**src/hdl/ldfw_pkg.sv**
```systemverilog
// ---------------------------------------------------------------------------
// ldfw_pkg: shared types and constants for the loop output duty block
// Field widths, register indexes, reset values, FSM states and the
// command/status bundles between controller and datapath.
// ---------------------------------------------------------------------------
package ldfw_pkg;

    // default parameter values
    localparam int COUNT_MAX_DEF  = 127;
    localparam int DUTY_WIDTH_DEF = 16;

    // field widths
    localparam int HUM_W    = 14;
    localparam int FB_W     = 13;
    localparam int PROP_W   = 15;
    localparam int GAIN_W   = 16;
    localparam int PERIOD_W = 16;
    localparam int LIMIT_W  = 7;
    localparam int FLAG_N   = 3;

    // stream and config port widths
    localparam int S_TDATA_W = 32;
    localparam int CFG_IDX_W = 3;
    localparam int CFG_DAT_W = 16;

    // arithmetic
    localparam int GAIN_SHIFT = 10;
    localparam int FRAC_BITS  = 14;
    localparam int P1_W       = HUM_W + GAIN_W;          // humidity * gain
    localparam int RAW_W      = P1_W - GAIN_SHIFT + 1;   // shifted + min
    localparam int P2_W       = PROP_W + PERIOD_W;       // proportion * period
    localparam int SCALED_W   = P2_W - FRAC_BITS;

    localparam logic [HUM_W-1:0] ZERO_HUMIDITY = HUM_W'(100);

    // flag bit positions
    localparam int FLAG_SENSOR = 0;
    localparam int FLAG_HIGH   = 1;
    localparam int FLAG_LOW    = 2;

    // register reset values
    localparam logic [PROP_W-1:0]   RST_MIN_PROP  = PROP_W'(3277);
    localparam logic [PROP_W-1:0]   RST_MAX_PROP  = PROP_W'(18842);
    localparam logic [GAIN_W-1:0]   RST_GAIN      = GAIN_W'(1594);
    localparam logic [FB_W-1:0]     RST_FB_HIGH   = FB_W'(3450);
    localparam logic [FB_W-1:0]     RST_FB_LOW    = FB_W'(680);
    localparam logic [PERIOD_W-1:0] RST_PERIOD    = PERIOD_W'(40000);
    localparam logic [LIMIT_W-1:0]  RST_LIMIT     = LIMIT_W'(5);

    typedef enum logic [CFG_IDX_W-1:0] {
        REG_MIN_PROP    = 3'd0,
        REG_MAX_PROP    = 3'd1,
        REG_GAIN        = 3'd2,
        REG_FB_HIGH     = 3'd3,
        REG_FB_LOW      = 3'd4,
        REG_PERIOD      = 3'd5,
        REG_FAULT_LIMIT = 3'd6
    } t_reg_idx;

    typedef struct packed {
        logic [PROP_W-1:0]   min_prop;
        logic [PROP_W-1:0]   max_prop;
        logic [GAIN_W-1:0]   gain;
        logic [FB_W-1:0]     fb_high;
        logic [FB_W-1:0]     fb_low;
        logic [PERIOD_W-1:0] period;
        logic [LIMIT_W-1:0]  limit;
    } t_cfg;

    typedef enum logic [1:0] {
        S_IDLE  = 2'd0,
        S_CLAMP = 2'd1,
        S_SCALE = 2'd2,
        S_LOAD  = 2'd3
    } t_state;

    typedef struct packed {
        logic load_in;   // capture item and first product
        logic step;      // clamp, override, counters
        logic scale;     // second product
        logic load_out;  // move result into output register
    } t_cmd;

    typedef struct packed {
        logic out_free;  // output register can take a result this cycle
    } t_stat;

endpackage

```
**src/hdl/loop_output_duty_with_fault_watch.sv**
```systemverilog
// ---------------------------------------------------------------------------
// loop_output_duty_with_fault_watch: humidity to loop output duty, with faults
// Maps a humidity sample to a clamped Q1.14 proportion and a PWM compare
// value, and tracks sensor-zero, feedback-high and feedback-low faults.
// ---------------------------------------------------------------------------
// Usage:
//   Slave stream (i_s_*) takes one sample item at a time; master stream (o_m_*)
//   gives one result item per sample. The config channel (i_cfg_*) writes
//   registers 0..6 by index; it is always ready and unknown indexes are
//   dropped. Write config only while no item is in flight.
//   Sequence: an accepted item goes through accept, clamp, scale and load;
//   it runs through the two registered multipliers one after the other,
//   and the next item is accepted only once the current one has been
//   loaded into the output register.
//   Stall: the output register holds a finished result until taken; the
//   next item is accepted and processed meanwhile and waits in the load step
//   until the output register frees up.
//   Reset (synchronous, active low): registers return to their defaults,
//   fault counters and flags clear, the output register empties and the
//   slave side is ready on the first cycle after reset.
// ---------------------------------------------------------------------------
module loop_output_duty_with_fault_watch #(
    parameter int COUNT_MAX  = ldfw_pkg::COUNT_MAX_DEF,
    parameter int DUTY_WIDTH = ldfw_pkg::DUTY_WIDTH_DEF,
    localparam int M_OUT_W   = DUTY_WIDTH + ldfw_pkg::PROP_W + ldfw_pkg::FLAG_N,
    localparam int M_TDATA_W = ((M_OUT_W + 7) / 8) * 8
) (
    input  logic                           i_clk,
    input  logic                           i_rst_n,
    // slave stream
    input  logic                           i_s_tvalid,
    output logic                           o_s_tready,
    // [13:0] humidity_centi, [26:14] feedback_mv, rest zero
    input  logic [ldfw_pkg::S_TDATA_W-1:0] i_s_tdata,
    // master stream
    output logic                           o_m_tvalid,
    input  logic                           i_m_tready,
    // [DW-1:0] duty_count, then proportion_q14 (15), sensor_fault,
    // feedback_high_fault, feedback_low_fault, zero fill
    output logic [M_TDATA_W-1:0]           o_m_tdata,
    // config write channel
    input  logic                           i_cfg_valid,
    output logic                           o_cfg_ready,
    input  logic [ldfw_pkg::CFG_IDX_W-1:0] i_cfg_index,
    input  logic [ldfw_pkg::CFG_DAT_W-1:0] i_cfg_data
);
    import ldfw_pkg::*;

    t_cfg  w_cfg;
    t_cmd  w_cmd;
    t_stat w_stat;

    logic [DUTY_WIDTH-1:0] w_duty;
    logic [PROP_W-1:0]     w_prop;
    logic [FLAG_N-1:0]     w_flags;

    // register file
    ldfw_cfg u_cfg (
        .i_clk       (i_clk),
        .i_rst_n     (i_rst_n),
        .i_cfg_valid (i_cfg_valid),
        .o_cfg_ready (o_cfg_ready),
        .i_cfg_index (i_cfg_index),
        .i_cfg_data  (i_cfg_data),
        .o_cfg       (w_cfg)
    );

    // sequencer: accept in idle only; one step per cycle, load waits for output
    ldfw_ctrl u_ctrl (
        .i_clk      (i_clk),
        .i_rst_n    (i_rst_n),
        .i_s_tvalid (i_s_tvalid),
        .o_s_tready (o_s_tready),
        .i_stat     (w_stat),
        .o_cmd      (w_cmd)
    );

    // arithmetic, fault counters and output register
    ldfw_dp #(
        .COUNT_MAX  (COUNT_MAX),
        .DUTY_WIDTH (DUTY_WIDTH)
    ) u_dp (
        .i_clk   (i_clk),
        .i_rst_n (i_rst_n),
        .i_cmd   (w_cmd),
        .o_stat  (w_stat),
        .i_cfg   (w_cfg),
        .i_hum   (i_s_tdata[HUM_W-1:0]),
        .i_fb    (i_s_tdata[HUM_W+FB_W-1:HUM_W]),
        .o_valid (o_m_tvalid),
        .i_ready (i_m_tready),
        .o_duty  (w_duty),
        .o_prop  (w_prop),
        .o_flags (w_flags)
    );

    // pack the result item, lowest field first
    assign o_m_tdata = M_TDATA_W'({w_flags[FLAG_LOW], w_flags[FLAG_HIGH],
                                   w_flags[FLAG_SENSOR], w_prop, w_duty});

    // one item at a time: after an accept the slave side closes
    a_one_in_flight: assert property (@(posedge i_clk) disable iff (!i_rst_n)
        (i_s_tvalid && o_s_tready) |=> !o_s_tready)
        else $error("item accepted while another is in flight");

    // a result only loads into a free output register
    a_load_free: assert property (@(posedge i_clk) disable iff (!i_rst_n)
        w_cmd.load_out |-> w_stat.out_free)
        else $error("result loaded over an untaken result");

    // an accepted item reaches the load step after the clamp and scale steps
    a_reach_load: assert property (@(posedge i_clk) disable iff (!i_rst_n)
        w_cmd.load_in |=> ##2 (w_cmd.load_out || !w_stat.out_free))
        else $error("item did not reach the output load step");

    // reset empties the output and opens the slave side
    a_reset_state: assert property (@(posedge i_clk)
        !i_rst_n |=> (!o_m_tvalid && o_s_tready))
        else $error("bad state after reset");

endmodule

```
**src/hdl/ldfw_cfg.sv**
```systemverilog
// ---------------------------------------------------------------------------
// ldfw_cfg: configuration register file
// Seven writable registers addressed by index; unknown indexes are dropped.
// ---------------------------------------------------------------------------
module ldfw_cfg (
    input  logic                           i_clk,
    input  logic                           i_rst_n,
    input  logic                           i_cfg_valid,
    output logic                           o_cfg_ready,
    input  logic [ldfw_pkg::CFG_IDX_W-1:0] i_cfg_index,
    input  logic [ldfw_pkg::CFG_DAT_W-1:0] i_cfg_data,
    output ldfw_pkg::t_cfg                 o_cfg
);
    import ldfw_pkg::*;

    t_cfg r_cfg;

    assign o_cfg_ready = 1'b1;
    assign o_cfg       = r_cfg;

    always_ff @(posedge i_clk) begin
        if (!i_rst_n) begin
            r_cfg.min_prop <= RST_MIN_PROP;
            r_cfg.max_prop <= RST_MAX_PROP;
            r_cfg.gain     <= RST_GAIN;
            r_cfg.fb_high  <= RST_FB_HIGH;
            r_cfg.fb_low   <= RST_FB_LOW;
            r_cfg.period   <= RST_PERIOD;
            r_cfg.limit    <= RST_LIMIT;
        end else if (i_cfg_valid) begin
            unique case (t_reg_idx'(i_cfg_index))
                REG_MIN_PROP:    r_cfg.min_prop <= i_cfg_data[PROP_W-1:0];
                REG_MAX_PROP:    r_cfg.max_prop <= i_cfg_data[PROP_W-1:0];
                REG_GAIN:        r_cfg.gain     <= i_cfg_data[GAIN_W-1:0];
                REG_FB_HIGH:     r_cfg.fb_high  <= i_cfg_data[FB_W-1:0];
                REG_FB_LOW:      r_cfg.fb_low   <= i_cfg_data[FB_W-1:0];
                REG_PERIOD:      r_cfg.period   <= i_cfg_data[PERIOD_W-1:0];
                REG_FAULT_LIMIT: r_cfg.limit    <= i_cfg_data[LIMIT_W-1:0];
                default: ;
            endcase
        end
    end

endmodule

```
**src/hdl/ldfw_ctrl.sv**
```systemverilog
// ---------------------------------------------------------------------------
// ldfw_ctrl: sequencing state machine
// Walks one item through capture, clamp, scale and output load.
// ---------------------------------------------------------------------------
module ldfw_ctrl (
    input  logic            i_clk,
    input  logic            i_rst_n,
    input  logic            i_s_tvalid,
    output logic            o_s_tready,
    input  ldfw_pkg::t_stat i_stat,
    output ldfw_pkg::t_cmd  o_cmd
);
    import ldfw_pkg::*;

    t_state r_state;
    t_state n_state;

    always_ff @(posedge i_clk) begin
        if (!i_rst_n) begin
            r_state <= S_IDLE;
        end else begin
            r_state <= n_state;
        end
    end

    // next state
    always_comb begin
        n_state = r_state;
        unique case (r_state)
            S_IDLE:  if (i_s_tvalid) n_state = S_CLAMP;
            S_CLAMP: n_state = S_SCALE;
            S_SCALE: n_state = S_LOAD;
            S_LOAD:  if (i_stat.out_free) n_state = S_IDLE;
            default: n_state = S_IDLE;
        endcase
    end

    // outputs
    always_comb begin
        o_s_tready     = 1'b0;
        o_cmd          = '0;
        unique case (r_state)
            S_IDLE: begin
                o_s_tready    = 1'b1;
                o_cmd.load_in = i_s_tvalid;
            end
            S_CLAMP: o_cmd.step = 1'b1;
            S_SCALE: o_cmd.scale = 1'b1;
            S_LOAD:  o_cmd.load_out = i_stat.out_free;
            default: ;
        endcase
    end

endmodule

```
**src/hdl/ldfw_dp.sv**
```systemverilog
// ---------------------------------------------------------------------------
// ldfw_dp: datapath
// Two registered multiplies, clamp and fault override, fault counters and
// the output register.
// ---------------------------------------------------------------------------
module ldfw_dp #(
    parameter int COUNT_MAX  = ldfw_pkg::COUNT_MAX_DEF,
    parameter int DUTY_WIDTH = ldfw_pkg::DUTY_WIDTH_DEF
) (
    input  logic                        i_clk,
    input  logic                        i_rst_n,
    input  ldfw_pkg::t_cmd              i_cmd,
    output ldfw_pkg::t_stat             o_stat,
    input  ldfw_pkg::t_cfg              i_cfg,
    input  logic [ldfw_pkg::HUM_W-1:0]  i_hum,
    input  logic [ldfw_pkg::FB_W-1:0]   i_fb,
    output logic                        o_valid,
    input  logic                        i_ready,
    output logic [DUTY_WIDTH-1:0]       o_duty,
    output logic [ldfw_pkg::PROP_W-1:0] o_prop,
    output logic [ldfw_pkg::FLAG_N-1:0] o_flags
);
    import ldfw_pkg::*;

    localparam int CW   = $clog2(COUNT_MAX + 1);
    localparam int CMPW = (CW > LIMIT_W) ? CW : LIMIT_W;
    localparam int XW   = (DUTY_WIDTH > SCALED_W) ? DUTY_WIDTH : SCALED_W;

    function automatic logic [CW-1:0] f_up(input logic [CW-1:0] c);
        if (c < CW'(COUNT_MAX)) f_up = c + 1'b1;
        else f_up = c;
    endfunction

    function automatic logic [CW-1:0] f_down(input logic [CW-1:0] c);
        if (c != '0) f_down = c - 1'b1;
        else f_down = c;
    endfunction

    logic [HUM_W-1:0]  r_hum;
    logic [FB_W-1:0]   r_fb;
    logic [P1_W-1:0]   r_p1;
    logic [PROP_W-1:0] r_prop;
    logic [P2_W-1:0]   r_p2;
    logic [CW-1:0]     r_cnt_s, r_cnt_h, r_cnt_l;
    logic [CW-1:0]     n_cnt_s, n_cnt_h, n_cnt_l;
    logic [FLAG_N-1:0] r_flags, n_flags;

    logic              r_out_valid;
    logic [DUTY_WIDTH-1:0] r_duty;
    logic [PROP_W-1:0] r_out_prop;
    logic [FLAG_N-1:0] r_out_flags;

    logic [RAW_W-1:0]  w_raw;
    logic [PROP_W-1:0] w_clamped, n_prop;
    logic              w_zero, w_high, w_low;
    logic [XW-1:0]     w_scaled, w_max, w_sat;

    // first product straight off the input item
    always_ff @(posedge i_clk) begin
        if (i_cmd.load_in) begin
            r_hum <= i_hum;
            r_fb  <= i_fb;
            r_p1  <= P1_W'(i_hum) * P1_W'(i_cfg.gain);
        end
    end

    // clamp and fault override
    always_comb begin
        w_raw = RAW_W'(r_p1[P1_W-1:GAIN_SHIFT]) + RAW_W'(i_cfg.min_prop);
        priority if (w_raw > RAW_W'(i_cfg.max_prop)) w_clamped = i_cfg.max_prop;
        else if (w_raw < RAW_W'(i_cfg.min_prop)) w_clamped = i_cfg.min_prop;
        else w_clamped = w_raw[PROP_W-1:0];

        w_zero = r_hum < ZERO_HUMIDITY;
        w_high = r_fb > i_cfg.fb_high;
        w_low  = !w_high && (r_fb < i_cfg.fb_low);

        priority if (w_high) n_prop = i_cfg.min_prop;
        else if (w_low) n_prop = i_cfg.max_prop;
        else n_prop = w_clamped;
    end

    // up/down fault counters
    always_comb begin
        n_flags = r_flags;
        if (w_zero) begin
            n_cnt_s = f_up(r_cnt_s);
            if (CMPW'(n_cnt_s) > CMPW'(i_cfg.limit)) n_flags[FLAG_SENSOR] = 1'b1;
        end else begin
            n_cnt_s = f_down(r_cnt_s);
            if (n_cnt_s == '0) n_flags[FLAG_SENSOR] = 1'b0;
        end

        n_cnt_h = r_cnt_h;
        n_cnt_l = r_cnt_l;
        priority if (w_high) begin
            n_cnt_h = f_up(r_cnt_h);
            if (CMPW'(n_cnt_h) > CMPW'(i_cfg.limit)) n_flags[FLAG_HIGH] = 1'b1;
        end else if (w_low) begin
            n_cnt_l = f_up(r_cnt_l);
            if (CMPW'(n_cnt_l) > CMPW'(i_cfg.limit)) n_flags[FLAG_LOW] = 1'b1;
        end else begin
            n_cnt_h = f_down(r_cnt_h);
            n_cnt_l = f_down(r_cnt_l);
            if (n_cnt_h == '0) n_flags[FLAG_HIGH] = 1'b0;
            if (n_cnt_l == '0) n_flags[FLAG_LOW] = 1'b0;
        end
    end

    always_ff @(posedge i_clk) begin
        if (!i_rst_n) begin
            r_cnt_s <= '0;
            r_cnt_h <= '0;
            r_cnt_l <= '0;
            r_flags <= '0;
        end else if (i_cmd.step) begin
            r_cnt_s <= n_cnt_s;
            r_cnt_h <= n_cnt_h;
            r_cnt_l <= n_cnt_l;
            r_flags <= n_flags;
        end
    end

    always_ff @(posedge i_clk) begin
        if (i_cmd.step) r_prop <= n_prop;
        if (i_cmd.scale) r_p2 <= P2_W'(r_prop) * P2_W'(i_cfg.period);
    end

    // drop fraction bits, saturate to the duty width
    always_comb begin
        w_scaled = XW'(r_p2[P2_W-1:FRAC_BITS]);
        w_max    = XW'({DUTY_WIDTH{1'b1}});
        w_sat    = (w_scaled > w_max) ? w_max : w_scaled;
    end

    // output register
    always_ff @(posedge i_clk) begin
        if (!i_rst_n) begin
            r_out_valid <= 1'b0;
        end else if (i_cmd.load_out) begin
            r_out_valid <= 1'b1;
        end else if (i_ready) begin
            r_out_valid <= 1'b0;
        end
    end

    always_ff @(posedge i_clk) begin
        if (i_cmd.load_out) begin
            r_duty      <= w_sat[DUTY_WIDTH-1:0];
            r_out_prop  <= r_prop;
            r_out_flags <= r_flags;
        end
    end

    assign o_stat.out_free = !r_out_valid || i_ready;
    assign o_valid = r_out_valid;
    assign o_duty  = r_duty;
    assign o_prop  = r_out_prop;
    assign o_flags = r_out_flags;

endmodule

```
**config.mk**
```make
export PLATFORM = sky130hd
export DESIGN_NAME = loop_output_duty_with_fault_watch
export DESIGN_NICKNAME = d
export VERILOG_FILES = /design/src/hdl/ldfw_pkg.sv /design/src/hdl/loop_output_duty_with_fault_watch.sv /design/src/hdl/ldfw_cfg.sv /design/src/hdl/ldfw_ctrl.sv /design/src/hdl/ldfw_dp.sv
export SDC_FILE = /design/constraint.sdc
export NUM_CORES = 2
export LEC_CHECK = 0
export BUFFER_PORTS_ARGS = -buffer_cell sky130_fd_sc_hd__buf_2
export CORE_MARGIN = 2
export CORE_UTILIZATION = 40
export CTS_CLUSTER_SIZE = 8
export DETAILED_ROUTE_END_ITERATION = 10
export GPL_TIMING_DRIVEN = 0
export SETUP_SLACK_MARGIN = 0.3
export SYNTH_ARGS = -nofsm -noshare
export SYNTH_HDL_FRONTEND = slang
export SYNTH_SLANG_ARGS = --single-unit
export TNS_END_PERCENT = 100
```
**constraint.sdc**
```tcl
create_clock -name i_clk -period 7.3 [get_ports i_clk]
set_input_delay 1.46 -clock i_clk [delete_from_list [all_inputs] [get_ports i_clk]]
set_output_delay 1.46 -clock i_clk [all_outputs]
set_load 0.02 [all_outputs]
```
Yosys cells after proc, flatten, opt, wreduce, memory -nomap -nowiden
Index checks and enable logic that the tools add are counted.

cells by class
  $mul = 2
  eq/ne operators = 15
  add/subtract/negate cells = 7
  reductions and logical operators = 29
  bitwise operators = 1
  $lt $le $gt $ge = 12
  muxes and demuxes = 43

operators by type and width
  operator                                                                            number
  7-bit two-way mux                                                                   19
  15-bit two-way mux                                                                  4
  15-bit by 16-bit multiplier with 31-bit output                                      1
  14-bit by 16-bit multiplier with 30-bit output                                      1
  20-bit by 15-bit adder with 21-bit output                                           1
  7-bit by 1-bit adder with 7-bit output (second input constant)                      3
  21-bit by 15-bit greater-than comparator with 1-bit output                          1
  7-bit greater-than comparator                                                       3
  7-bit zero test                                                                     3
  21-bit by 15-bit < comparator with 1-bit output                                     1
  7-bit < comparator (second input constant)                                          3
  7-bit nonzero test                                                                  3
  7-bit by 1-bit subtractor with 7-bit output (second input constant)                 3
  2-bit AND reduction                                                                 10
  17-bit by 16-bit greater-than comparator with 1-bit output (second input constant)  1
  1-bit two-way mux                                                                   17
  14-bit by 7-bit < comparator with 1-bit output (second input constant)              1
  13-bit greater-than comparator                                                      1
  13-bit < comparator                                                                 1
  3-bit == test (second input constant)                                               3
  2-bit inequality test (second input constant)                                       4
  2-bit one-hot mux with 4 select lines                                               1
  4-bit AND reduction                                                                 2
  2-bit nonzero test                                                                  4
  13 further kinds                                                                    18

word-level totals
  bits in registers = 259
  output and inout bits = 43
  input port bits = 56
  logic and storage cells = 132

Logic depth before layout (Yosys ltp)
  depth in word-level cells = 9
  mapped depth = 24
  mapped depth without buffers = 23

By module
From an unflattened synthesis, not the netlist that was laid out.

second synthesis, totals
  cell total of the unflattened synthesis = 2852
  area total of the unflattened synthesis = 27099.7 sq um

by module, submodules not included
  module                             area each (sq um)  seq. area each (sq um)  cells an instance  instances
  ldfw_dp                            23156.0            3833.7                  2470               1
  ldfw_cfg                           3723.6             1901.8                  357                1
  ldfw_ctrl                          171.4              40.0                    18                 1
  loop_output_duty_with_fault_watch  48.8               0.0                     7                  1

Worst setup path before layout
OpenSTA, ideal clock, no wires.

  path type = input to register
  from = input i_s_tdata[4] in the netlist's numbering
  to = register u_dp.r_p1[23] (data pin)
  cell stages on the path = 21
  arrival = 6931 ps
  slack = 234 ps
  required time = 7165 ps
  path buffers = 1
  setup time = 135 ps
  path through = clkbuf_1 > and2_1 > fa_1 > inv_1 > fa_1 > inv_1 > fa_1 > fa_1 > fa_1 > inv_1 > fa_1 > inv_1 > ha_1 > a21o_1 > a21oi_1 > o21ai_0 > o21a_2 > o31ai_4 > a311oi_2 > or4b_1 > nand3_1

on the way
  longest elaborated chain between the ends = 1

ends and longest elaborated chain
  what                                            line                                     source
  start: declaration                              loop_output_duty_with_fault_watch.sv:34  input logic [ldfw_pkg::S_TDATA_W-1:0] i_s_tdata,
  14-bit by 16-bit multiplier with 30-bit output  ldfw_dp.sv:63                            r_p1 <= P1_W'(i_hum) * P1_W'(i_cfg.gain);
  end signal: assignment                          ldfw_dp.sv:63
  end: declaration                                ldfw_dp.sv:41                            logic [P1_W-1:0] r_p1;

Every way passes these cells.
A chain may end at the register's enable or synchronous reset.

Worst setup path in the final report
  from = input i_s_tdata[2] in the netlist's numbering
  to = register u_dp.r_p1[23] (data pin)

Same word-level chain as after synthesis.

==> qor_table.md <==
| Result | Reported |
|:---|:---|
| Run status | complete, no violations |
| Total congestion overflow | 0 |
| Initial core utilization | 0.4022 |
| Yosys warnings | 0 |
| Number of ports placed on the die boundary | 99 |
| Sum of routed wire length over all layers | 70250 um |
| Number of buffers inserted by port buffering | 85 |
| Area grow syn2layout | 11.51% |
| Clock sink count | 233 |
| Actual slew at the worst max-slew pin | 1107 ps |
| Gate Count Post-Synth | 2881 |
| Total net switching power | 6656 uW |
| Internal cell power | 7688 uW |
| Delay-heaviest family, CP | adder cells |
| Total CTS buffers | 36 |
| Async SR Flop Fraction | 0 |
| Cell count along the critical path | 23 |
| Max-slew violation count | 0 |
| Cell variety after synth | 83 |
| Largest net degree at the start of global routing | 39 |
| Total Routing Usage GR | 0.2121 |
| Register cell area after layout | 0.005776 mm2 |
| Antenna diode instance count | 0 |
| Cell count of the worst reg-to-reg path | 20 |
| Hold Path Origin | u_dp.r_flags[0] |
| Routed wire per std cell | 17.95 um |
| Synthesis-stage register bit count | 233 |
| Count of placed standard cells including taps | 3837 |
| TritonCTS clock tree | yes |
| Post-placement worst setup slack | -544.8 ps |
| Number of violations reported at the end of detailed-routing iteration 0 | 1249 |
| Largest clock skew in the final design | 36.95 ps |
| Combinational Power Share | 0.722 |
| Count of TritonRoute iterations in the first routing pass | 5 |
| Worst min-delay path category | flop to flop |
| Maximum fanout along the worst path | 8 |
| Weighted congestion reported at the end of routability-driven placement | 0.8995 |
| CP max stage delay | 540 ps |
| Core box area | 0.06551 mm2 |
| Endpoint kind of the worst setup timing path | flop |
| Post-synth EDFFs | 111 |
| Root Buffer Master | sky130_fd_sc_hd__clkbuf_16 |
| Final-layout fill cell count | 6390 |
| Max Freq | 145.6 MHz |
| Final setup violating endpoints | 0 |
| Total via count after detailed routing | 19970 |
| Clock network power share | 0.113 |
| Count of antenna-violating nets left after detailed routing | 0 |
| Vias per cell | 5.105 |
| Die Area | 0.06794 mm2 |
| Worst R2R Start | u_cfg.o_cfg[50] |
| Max-slew headroom | 0.2582 |
| Final-stage net count | 3713 |
| Detail Placement HPWL | 56260 um |
| Share of final-layout standard cells stronger than drive strength 1 | 0.08199 |
| Die Height | 260.7 um |
| Number of non-filler instances in the completed layout | 3913 |
| Sequential group share of total power | 0.166 |
| Critical Setup Path Class | primary input to flop |
| Clock slew at the register clock pins of the worst setup and hold paths | 50 ps |
| Destination of the critical timing path | u_dp.r_p1[23] |
| Slowest cell on the critical path | sky130_fd_sc_hd__fa_1 |
| Syn Std Cell Area | 0.02635 mm2 |
| Die X | 260.7 um |
| Max Buffers Root-to-Sink | 3 |
| Startpoint type of the worst setup path | primary input |
| Std-Cell Rows | 94 |
| H-Tree Level Count | 2 |
| Number of maximum-capacitance constraint violations | 0 |
| Launch point of the worst path | i_s_tdata[2] |
| Share of the clock period used by the worst path after layout | 0.9410 |
| Multi-input gate area | 0.01847 mm2 |
| Post-synthesis sequential area ratio | 0.2192 |
| Proportion of total power due to net switching | 0.4640 |
| Peak supply drop | 0.5397 mV |
| Critical path arrival | 7290 ps |
| Crit path required time | 7720 ps |
| Cell mode on critical path | sky130_fd_sc_hd__fa_1 |
| Remaining design rule violation count | 0 |
| Cell-by-cell listing of the critical path | buf_4 > buf_6 > clkbuf_2 > and2_1 > fa_1 > inv_1 > fa_1 > inv_1 > fa_1 > fa_2 > fa_1 > inv_1 > fa_1 > inv_1 > ha_1 > nand3_2 > nor4_2 > buf_4 > o21a_2 > o31ai_4 > a311oi_4 > or4b_1 > nand3_1 |
| P per Cell Area | 488.2 mW/mm2 |
| Number of buffers and inverters on the critical path | 8 |
| R2r setup slk | 610 ps |
| End of the worst register-to-register path | u_dp.r_p1[23] |
| Setup repair after global routing missed its margin | no |
| Initial antenna violation count | 5 |
| Cell leakage power | 0.01372 uW |
| Tmin final | 6869 ps |
| Vias in the first global route | 20610 |
| First-pass GRT wire length | 112600 um |
| Worst Slack Setup Final | 430.9 ps |
| Hold Violations, Final | 0 |
| Mean instance size in the synthesized netlist | 9.146 um2 |
| Insertion delay to the later sink of the worst-skew pair | 580 ps |
| Top_reg_cell synth | sky130_fd_sc_hd__dfxtp_1 |
kinds of logic after synthesis:
logic type | count (synthesis) | synth area share
AO/OA/AOI/OAI | 358 | 0.08927
buffers and inverters | 585 | 0.08481
multiplexers | 9 | 0.003419
flip-flops | 233 | 0.2192
AND/OR/NAND/NOR | 1000 | 0.1845
other | 2 | 0.0002850
adder cells (fa/ha/maj) | 631 | 0.3976
XOR/XNOR | 63 | 0.02094
per-stage QoR:
| stage | util | cell area (um2) | hold slack, ps | setup TNS [ps] | power [uW] |
|---|---|---|---|---|---|
| finish | 0.4485 | 29380 | 448.9 | 0 | 14340 |
| global route | 0.4485 | 29380 | 450.6 | 0 | 16100 |
| CTS | 0.4443 | 29110 | 443.6 | 0 | 14280 |
| detailed placement | 0.4267 | 27950 | 442.7 | -3651 | 12520 |
| global placement | 0.4259 | 27900 | 419.8 | -3395 | 12390 |
| floorplan | - | 26390 | 401.9 | 0 | 10350 |
what timing repair did:
action | CTS | global route
gates resized for setup | 15 | 94
pin swaps | 2 | 23
endpoints found under the setup margin | 6 | 13
hold buffers | 0 | 0
buffers inserted | 2 | 13
worst register-to-register path, stage by stage, from the launching register on:
cell and delay [ps]:
sky130_fd_sc_hd__dfxtp_1 550, sky130_fd_sc_hd__clkbuf_1 550, sky130_fd_sc_hd__nand2_1 160, sky130_fd_sc_hd__fa_1 530, sky130_fd_sc_hd__fa_1 550, sky130_fd_sc_hd__inv_1 50
sky130_fd_sc_hd__fa_1 500, sky130_fd_sc_hd__fa_1 520, sky130_fd_sc_hd__fa_1 550, sky130_fd_sc_hd__inv_1 60, sky130_fd_sc_hd__fa_1 530, sky130_fd_sc_hd__inv_1 60
sky130_fd_sc_hd__ha_4 260, sky130_fd_sc_hd__a21o_1 170, sky130_fd_sc_hd__a21oi_2 150, sky130_fd_sc_hd__o21ai_2 90, sky130_fd_sc_hd__o21a_2 230, sky130_fd_sc_hd__o31ai_4 290
sky130_fd_sc_hd__a311oi_4 150, sky130_fd_sc_hd__or4b_1 520, sky130_fd_sc_hd__nand3_1 80
sequential cells by signal (all words and copies together) (netlist names), 12 cells and up:
| signal | cells |
|---|---|
| u_cfg.o_cfg | 95 |
| u_dp.r_p1 | 20 |
| u_dp.r_p2 | 17 |
| u_dp.o_duty | 16 |
| u_dp.o_prop | 15 |
| u_dp.r_prop | 15 |
| u_dp.r_fb | 13 |
| u_dp.r_hum | 12 |
power by group through the flow:
stage / sequential, uW / combinational (uW) / clock (uW)
final: 2380 / 10400 / 1620
after global routing: 2400 / 12000 / 1710
after CTS: 2390 / 10200 / 1650
after detailed placement: 2410 / 10100 / 0
after global placement: 2420 / 9970 / 0
after floorplan: 2330 / 8010 / 0
synthesized netlist by cell type, types with 10 or more instances:
library cell	count	area, um2
sky130_fd_sc_hd__o21ai_1	13	65.06
sky130_fd_sc_hd__fa_1	344	6887
sky130_fd_sc_hd__o21ai_0	47	235.2
sky130_fd_sc_hd__and2_1	236	1476
sky130_fd_sc_hd__xnor2_1	44	385.4
sky130_fd_sc_hd__nor2_1	68	255.2
sky130_fd_sc_hd__o211ai_1	35	262.8
sky130_fd_sc_hd__dfxtp_1	122	2442
sky130_fd_sc_hd__nand2_2	10	62.56
sky130_fd_sc_hd__and3_1	15	93.84
sky130_fd_sc_hd__nand3_1	57	285.3
sky130_fd_sc_hd__nor3_1	36	180.2
sky130_fd_sc_hd__nor2b_1	23	143.9
sky130_fd_sc_hd__o21a_1	17	127.6
sky130_fd_sc_hd__xor2_1	19	166.4
sky130_fd_sc_hd__edfxtp_1	111	3333
sky130_fd_sc_hd__nand4_1	26	162.7
sky130_fd_sc_hd__clkbuf_1	109	409.1
sky130_fd_sc_hd__ha_1	287	3591
sky130_fd_sc_hd__inv_1	461	1730
sky130_fd_sc_hd__a21o_1	29	217.7
sky130_fd_sc_hd__nand2_1	470	1764
sky130_fd_sc_hd__or2_2	17	106.4
sky130_fd_sc_hd__nand2b_1	17	106.4
sky130_fd_sc_hd__a21oi_1	131	655.6
layout by cell type (no fill, tap or decap), types with 29 or more instances in the layout:
cell                        synthesis  layout
sky130_fd_sc_hd__a21o_1            29      29
sky130_fd_sc_hd__a21oi_1          131     128
sky130_fd_sc_hd__and2_1           236     234
sky130_fd_sc_hd__buf_2              4      79
sky130_fd_sc_hd__clkbuf_1         109     100
sky130_fd_sc_hd__clkbuf_16          0      37
sky130_fd_sc_hd__dfxtp_1          122     122
sky130_fd_sc_hd__edfxtp_1         111     111
sky130_fd_sc_hd__fa_1             344     343
sky130_fd_sc_hd__ha_1             287     282
sky130_fd_sc_hd__inv_1            461     460
sky130_fd_sc_hd__nand2_1          470     469
sky130_fd_sc_hd__nand3_1           57      56
sky130_fd_sc_hd__nor2_1            68      68
sky130_fd_sc_hd__nor3_1            36      36
sky130_fd_sc_hd__o211ai_1          35      35
sky130_fd_sc_hd__o21ai_0           47      45
sky130_fd_sc_hd__xnor2_1           44      44
per-layer routing:
metal / vias up / part of all wire / wire length (um) / global-route usage
li1: 9536 / - / - / -
met1: 9849 / 0.44 / 30930 / 0.2805
met2: 461 / 0.48 / 33810 / 0.3613
met3: 120 / 0.048 / 3391 / 0.02778
met4: 8 / 0.029 / 2068 / 0.06476
met5: - / 0.00074 / 52 / 0
final cells by class:
cell class	count	share of cell area
timing repair buffer	102	0.02070
multi-input combinational	2068	0.6286
clock buffer	56	0.03462
sequential	233	0.1966
inverter	462	0.05902
buffer	123	0.02078
clock inverter	5	0.002938
tap	864	0.03679
worst min-delay path by stage:
stage               cells past startpoint              end  slack [ps]
detailed placement                      0  u_dp.o_flags[0]         440
CTS                                     0  u_dp.o_flags[0]         440
global placement                        0  u_dp.o_flags[0]         420
floorplan                               0  u_dp.o_flags[1]         400
finish                                  0  u_dp.o_flags[0]         450
global route                            0  u_dp.o_flags[0]         450
Power figures use the tool's default switching activity.
